==> src/rtl/core/assert_macros.svh <==
// ----------------------------------------------------------------------------
// assertion macros
// shared concurrent assertion forms, clocked on clk_i, idle during reset
// ----------------------------------------------------------------------------
`ifndef ASSERT_MACROS_SVH
`define ASSERT_MACROS_SVH

// same-cycle implication
`define ASSERT_IMPL(lbl, ante, cons, msg) \
  lbl: assert property (@(posedge clk_i) disable iff (!rst_ni) (ante) |-> (cons)) \
    else $error(msg);

// next-cycle implication
`define ASSERT_NEXT(lbl, ante, cons, msg) \
  lbl: assert property (@(posedge clk_i) disable iff (!rst_ni) (ante) |=> (cons)) \
    else $error(msg);

`endif

==> src/rtl/core/pcx_rle_pkg.sv <==
// ----------------------------------------------------------------------------
// pcx_rle_pkg
// shared widths, register indexes and controller/datapath signal groups
// ----------------------------------------------------------------------------
`timescale 1ns / 1ps

package pcx_rle_pkg;

  localparam int unsigned BYTE_W     = 8;
  localparam int unsigned CFG_IDX_W  = 2;
  localparam int unsigned CFG_DATA_W = 16;
  localparam int unsigned WIDTH_W    = 12;
  localparam int unsigned HEIGHT_W   = 16;
  localparam int unsigned LBYTES_W   = 12;
  localparam int unsigned PCOUNT_W   = 3;
  localparam int unsigned PLANE_W    = 2;
  localparam int unsigned RUN_W      = 6;
  localparam int unsigned COL_OUT_W  = 11;

  localparam logic [CFG_IDX_W-1:0] REG_IMAGE_WIDTH  = 2'd0;
  localparam logic [CFG_IDX_W-1:0] REG_IMAGE_HEIGHT = 2'd1;
  localparam logic [CFG_IDX_W-1:0] REG_LINE_BYTES   = 2'd2;
  localparam logic [CFG_IDX_W-1:0] REG_PLANE_COUNT  = 2'd3;

  localparam logic [BYTE_W-1:0] RUN_MARK = 8'hC0;
  localparam logic [BYTE_W-1:0] RUN_MASK = 8'h3F;

  typedef struct packed {
    logic sync_load;
    logic sync_step;
    logic load_byte;
    logic store_wr;
    logic px_start;
    logic rd_issue;
    logic rd_capture;
    logic emit;
    logic emit_last;
    logic advance;
  } ctl_cmd_t;

  typedef struct packed {
    logic cfg_wr;
    logic sync_busy;
    logic is_store;
    logic is_pixel;
    logic line_last;
    logic px_last;
    logic single_plane;
    logic rd_last;
    logic out_busy;
  } dp_status_t;

endpackage

==> src/rtl/core/pcx_rle_ctrl.sv <==
// ----------------------------------------------------------------------------
// pcx_rle_ctrl
// run header tracking, repeat counting and per-byte sequencing
// ----------------------------------------------------------------------------
`timescale 1ns / 1ps

`include "assert_macros.svh"

module pcx_rle_ctrl (
  input  logic                                 clk_i,
  input  logic                                 rst_ni,
  input  logic                                 in_valid_i,
  input  logic [pcx_rle_pkg::BYTE_W-1:0]       code_byte_i,
  output logic                                 in_stall_o,
  input  pcx_rle_pkg::dp_status_t              sts_i,
  output pcx_rle_pkg::ctl_cmd_t                cmd_o
);

  import pcx_rle_pkg::*;

  localparam logic [2:0] ST_IDLE = 3'd0;
  localparam logic [2:0] ST_SYNC = 3'd1;
  localparam logic [2:0] ST_PUT  = 3'd2;
  localparam logic [2:0] ST_RD   = 3'd3;
  localparam logic [2:0] ST_CAP  = 3'd4;
  localparam logic [2:0] ST_EMIT = 3'd5;

  logic [2:0]       state_q, state_d;
  logic             dirty_q, dirty_d;
  logic             hdr_q, hdr_d;
  logic [RUN_W-1:0] pend_q, pend_d;
  logic [RUN_W-1:0] rem_q, rem_d;
  logic             run_done;

  assign run_done = (rem_q == RUN_W'(1)) || sts_i.line_last;

  always_comb begin
    cmd_o      = '0;
    state_d    = state_q;
    dirty_d    = dirty_q | sts_i.cfg_wr;
    hdr_d      = hdr_q;
    pend_d     = pend_q;
    rem_d      = rem_q;
    in_stall_o = 1'b1;
    unique case (state_q)
      ST_IDLE: begin
        if (dirty_q) begin
          cmd_o.sync_load = 1'b1;
          dirty_d         = sts_i.cfg_wr;
          state_d         = ST_SYNC;
        end else if (!sts_i.cfg_wr) begin
          in_stall_o = 1'b0;
          if (in_valid_i) begin
            if (hdr_q) begin
              hdr_d  = 1'b0;
              pend_d = '0;
              if (pend_q != '0) begin
                cmd_o.load_byte = 1'b1;
                rem_d           = pend_q;
                state_d         = ST_PUT;
              end
            end else if ((code_byte_i & RUN_MARK) == RUN_MARK) begin
              hdr_d  = 1'b1;
              pend_d = RUN_W'(code_byte_i & RUN_MASK);
            end else begin
              cmd_o.load_byte = 1'b1;
              rem_d           = RUN_W'(1);
              state_d         = ST_PUT;
            end
          end
        end
      end
      ST_SYNC: begin
        cmd_o.sync_step = 1'b1;
        if (!sts_i.sync_busy) begin
          state_d = ST_IDLE;
        end
      end
      ST_PUT: begin
        if (sts_i.is_pixel) begin
          cmd_o.px_start = 1'b1;
          state_d        = sts_i.single_plane ? ST_EMIT : ST_RD;
        end else begin
          cmd_o.store_wr = sts_i.is_store;
          cmd_o.advance  = 1'b1;
          if (run_done) begin
            state_d = ST_IDLE;
          end else begin
            rem_d = rem_q - RUN_W'(1);
          end
        end
      end
      ST_RD: begin
        cmd_o.rd_issue = 1'b1;
        state_d        = ST_CAP;
      end
      ST_CAP: begin
        cmd_o.rd_capture = 1'b1;
        state_d          = sts_i.rd_last ? ST_EMIT : ST_RD;
      end
      ST_EMIT: begin
        if (!sts_i.out_busy) begin
          cmd_o.emit      = 1'b1;
          cmd_o.emit_last = (rem_q == RUN_W'(1)) || sts_i.px_last;
          cmd_o.advance   = 1'b1;
          if (run_done) begin
            state_d = ST_IDLE;
          end else begin
            rem_d   = rem_q - RUN_W'(1);
            state_d = ST_PUT;
          end
        end
      end
      default: begin
        state_d = ST_IDLE;
      end
    endcase
  end

  always_ff @(posedge clk_i or negedge rst_ni) begin
    if (!rst_ni) begin
      state_q <= ST_IDLE;
      dirty_q <= 1'b0;
      hdr_q   <= 1'b0;
      pend_q  <= '0;
      rem_q   <= '0;
    end else begin
      state_q <= state_d;
      dirty_q <= dirty_d;
      hdr_q   <= hdr_d;
      pend_q  <= pend_d;
      rem_q   <= rem_d;
    end
  end

  `ASSERT_IMPL(a_rem_live,
    (state_q == ST_PUT || state_q == ST_RD || state_q == ST_CAP || state_q == ST_EMIT),
    rem_q != '0, "repeat count empty while a byte is in work")
  `ASSERT_IMPL(a_hdr_idle, hdr_q, state_q == ST_IDLE, "run header pending outside idle")
  `ASSERT_IMPL(a_last_at_eol, cmd_o.emit && sts_i.line_last, cmd_o.emit_last,
    "pixel closing a scanline not marked last of run")
  `ASSERT_IMPL(a_cfg_synced, cmd_o.load_byte, !dirty_q, "byte taken before position resync")
  `ASSERT_NEXT(a_load_put, cmd_o.load_byte, state_q == ST_PUT, "loaded byte not decoded")

endmodule

==> config.mk <==
export PLATFORM = sky130hd
export DESIGN_NAME = pcx_rle_ctrl
export DESIGN_NICKNAME = d
export VERILOG_FILES = /design/src/rtl/core/pcx_rle_pkg.sv /design/src/rtl/core/pcx_rle_ctrl.sv
export VERILOG_INCLUDE_DIRS = /design/src /design/src/rtl/core
export SDC_FILE = /design/constraint.sdc
export NUM_CORES = 1
export LEC_CHECK = 0
export BUFFER_PORTS_ARGS = -buffer_cell sky130_fd_sc_hd__buf_2
export CAP_MARGIN = 5
export CORE_UTILIZATION = 39
export CTS_BUF_LIST = sky130_fd_sc_hd__clkbuf_4 sky130_fd_sc_hd__clkbuf_8
export DETAILED_ROUTE_END_ITERATION = 7
export PLACE_DENSITY_LB_ADDON = 0.08
export SETUP_SLACK_MARGIN = 0.3
export SYNTH_ARGS = -nofsm -noshare
export SYNTH_HDL_FRONTEND = slang
export SYNTH_SLANG_ARGS = --single-unit
==> constraint.sdc <==
create_clock -name clk_i -period 1.61 [get_ports clk_i]
set_input_delay 0 -clock clk_i [delete_from_list [all_inputs] [get_ports clk_i]]
set_output_delay 0 -clock clk_i [all_outputs]
set_load 0.05 [all_outputs]
==> results.sh <==
export IMPL_drc=0
export IMPL_synth_seq_area_share_pct=37.53
export IMPL_switchingPower_mw=1.761
export IMPL_detail_route_vias_per_cell=5.773
export IMPL_via_count=1374
export IMPL_p_clk_share_pct=6.4
export IMPL_yosys_most_used_dff="dfrtp_1"
export IMPL_cts_root_buf="clkbuf_4"
export IMPL_ys_async_sr_fraction_pct=100.0
export IMPL_r2r_end="rem_q[3]$_DFFE_PN0P_"
export IMPL_clockBufferDepth=2
export IMPL_hold_viol=0
export IMPL_synth_edff_count=0
export IMPL_drive_above_1_share_pct=56.04
export IMPL_period_minus_slack_ns=1.857
export IMPL_worstHoldPathCells=4
export IMPL_dr_first_iter_drc_count=58
export IMPL_yosys_area_share_adder_pct=2.208
export IMPL_grt_max_degree=18
export IMPL_reg2reg_depth=8
export IMPL_rsz0062_at_grt="yes"
export IMPL_pre_cts_ws_ns=-0.1184
export IMPL_ir_worst_vdd_uv=1493
export IMPL_max_freq_mhz=538.4
export IMPL_drt_pass1_iter_count=5
export IMPL_worst_slew_pin_slew_ns=0.5163
export IMPL_path_clk_slew_ns=0.11
export IMPL_path_cells="or4_4 -> nor4_4 -> buf_4 -> nor4_4 -> buf_6"
export IMPL_power_leakage_nw=0.9461
export IMPL_synth_cell_type_count=37
export IMPL_dieArea_um2=3126
export IMPL_cts_tree="built"
export IMPL_worst_setup_path_start_kind="flip-flop"
export IMPL_cp_end_kind="primary output"
export IMPL_layout_setup_ws_ns=-0.2473
export IMPL_hold_ws_ns=0.08558
export IMPL_io_pins=31
export IMPL_antenna_cells=0
export IMPL_relSlewSlack_pct=65.51
export IMPL_setup_viol_count_final=23
export IMPL_synthCells=125
export IMPL_grt_antenna_before_repair=0
export IMPL_status="complete, but fails checks"
export IMPL_start_util_pct=41.11
export IMPL_multi_input_area_um2=828.3
export IMPL_synth_simple_area_share_pct=24.94
export IMPL_hold_class="input port to flip-flop"
export IMPL_die_width_um=55.92
export IMPL_clock_latency_ns=0.31
export IMPL_track_usage_pct=26.32
export IMPL_grt_pass1_wl_mm=6.368
export IMPL_synth_top_family_by_area="compound AO/OA/AOI/OAI gates"
export IMPL_fin_nets=230
export IMPL_fin_crit_sh_pct=115.4
export IMPL_crit_required_ns=1.61
export IMPL_power_share_sequential_pct=20.9
export IMPL_synthXorXnorAreaFrac_pct=0
export IMPL_combPwrFrac_pct=72.7
export IMPL_reg2reg_slack_ns=-0.23
export IMPL_p_per_area_nw_per_um2=1878
export IMPL_num_rows=19
export IMPL_path_class="flip-flop to primary output"
export IMPL_placed_area_um2=1558
export IMPL_synth_compound_area_share_pct=28.04
export IMPL_path_common_cell="nor4_4"
export IMPL_syn_area_um2=1134
export IMPL_routed_wl_mm=4.008
export IMPL_slowest_stage="or4_4"
export IMPL_register_area_um2=426.7
export IMPL_wire_per_inst_um=16.84
export IMPL_grt_pass1_vias=1348
export IMPL_syn_num_nets=147
export IMPL_min_to="state_q[0]$_DFFE_PN0P_"
export IMPL_yosys_warnings=0
export IMPL_fin_area_um2=2066
export IMPL_hold_start="sts_i[5]"
export IMPL_drtAntennaViolNets=0
export IMPL_cts_made_buffers=3
export IMPL_avgSynthCellArea_um2=9.069
export IMPL_finalClockSkew_ns=0.01092
export IMPL_core_area_um2=2758
export IMPL_maxCapViolCount=0
export IMPL_gp_congestion=0.8701
export IMPL_violations="negative setup slack"
export IMPL_overflow=0
export IMPL_dp_hpwl_mm=2.265
export IMPL_p_sw_share_pct=45.39
export IMPL_clock_sinks=17
export IMPL_syn2layout_area_growth_pct=82.23
export IMPL_crit_fanout=2
export IMPL_cp_slowest_stage_delay_ns=0.54
export IMPL_fillers=191
export IMPL_port_buffers=30
export IMPL_internal_power_mw=2.119
export IMPL_worstReg2RegStart="state_q[2]$_DFFE_PN0P_"
export IMPL_ys_ff_latch=17
export IMPL_arrival_ns=1.86
export IMPL_synth_mux_area_share_pct=1.766
export IMPL_slew_viol_final=0
export IMPL_h_tree_depth=1
export IMPL_die_h_um=55.92
[through the flow]
| stage | power, mW | TNS, ns | util, % | cells |
|---|---|---|---|---|
| after floorplan | 1.997 | -0.6606 | - | 125 |
| after detailed placement | 2.666 | -1.253 | 56.49 | 208 |
| after global placement | 2.654 | -0.8957 | 56.49 | 208 |
| after global routing | 4.059 | -4.172 | 74.91 | 238 |
| after CTS | 3.591 | -1.804 | 72.73 | 236 |
| final | 3.879 | -3.310 | 74.91 | 238 |
[cell families after synthesis]
logic type                 Yosys count
AOI/OAI and AO/OA                   43
adders and majority gates            2
buffers and inverters               15
DFF                                 17
muxes                                2
and+or+nand+nor                     46
[state kept, by name, indices dropped and copies added, names as in the netlist]
name     flops
pend_q       6
rem_q        6
hdr_q        1
dirty_q      1
state_q      3
[how the worst max path moves through the flow]
stage	startpoint	to	slack [ns]	cells after the start
final	pend_q[4]$_DFFE_PN0P_	cmd_o[7]	-0.25	5
after global routing	rem_q[0]$_DFFE_PN0P_	rem_q[3]$_DFFE_PN0P_	-0.33	5
after CTS	pend_q[4]$_DFFE_PN0P_	cmd_o[7]	-0.21	5
after detailed placement	pend_q[4]$_DFFE_PN0P_	rem_q[1]$_DFFE_PN0P_	-0.12	5
after global placement	state_q[0]$_DFFE_PN0P_	pend_q[5]$_DFFE_PN0P_	-0.1	4
after floorplan	state_q[0]$_DFFE_PN0P_	cmd_o[7]	-0.14	2
[cell usage after synthesis (3+ instances only)]
cell	number	area [µm²]
a22o_1	6	52.55
nor3_1	4	20.02
nand3_1	3	15.01
nor2_1	11	41.29
nand2_1	6	22.52
inv_1	10	37.54
dfrtp_1	17	425.4
nor3b_1	5	37.54
nand2b_1	5	31.28
o21ai_0	5	25.02
a21oi_1	5	25.02
a31oi_1	8	50.05
o31ai_1	6	45.04
[routing by layer]
metal | wire (µm) | track usage (%)
met3 | 183 | 3.953
met2 | 2028 | 44.92
met1 | 1736 | 33.83
met4 | 59 | 9.756
met5 | 0 | 0
[final cells by class]
| type | instances | area share [%] |
|---|---|---|
| Multi-Input combinational cell | 93 | 40.10 |
| Clock buffer | 3 | 1.090 |
| Tap cell | 31 | 1.878 |
| Inverter | 10 | 1.999 |
| Clock inverter | 1 | 0.2423 |
| Sequential cell | 17 | 20.65 |
| Timing Repair Buffer | 83 | 34.04 |
[critical path: cells and delay by family, from the launching register on]
family | cells | cell delay [ns]
flops | 1 | 0.40
simple gates | 3 | 0.79
buf+inv | 2 | 0.36
[cells in the final DEF (no fill, tap or decap), types with 2 or more instances in the layout]
master and count:
a21o_1 2, a21oi_1 4, a22o_1 6, a31oi_1 7, buf_2 19, buf_4 30, buf_6 22, buf_8 3
clkbuf_4 3, dfrtp_1 16, dlygate4sd3_1 9, inv_1 7, inv_2 2, mux2i_1 2, nand2_1 4, nand2_4 2
nand2b_1 3, nand3_1 3, nor2_1 5, nor2_4 5, nor3_1 3, nor3b_4 3, nor4_4 2, o21ai_0 4
o31ai_1 6, o32ai_1 2, or3_4 3, or4_4 2
[power by group through the flow]
| stage | registers (mW) | logic [mW] | clock network [mW] |
|---|---|---|---|
| detailed placement | 0.779 | 1.89 | 0 |
| global route | 0.821 | 2.97 | 0.267 |
| finish | 0.811 | 2.82 | 0.249 |
| floorplan | 0.731 | 1.27 | 0 |
| CTS | 0.785 | 2.56 | 0.247 |
| global placement | 0.769 | 1.88 | 0 |
[repair_timing]
item | 4_1_cts | 5_1_grt
gates resized for setup | 60 | 10
hold buffers | 9 | 0
hold endpoints to repair | 25 | 0
endpoints found under the setup margin | 27 | 28
gates cloned | 1 | 0
buffers inserted | 14 | 2
pin swaps | 9 | 5
Power figures use the tool's default switching activity.
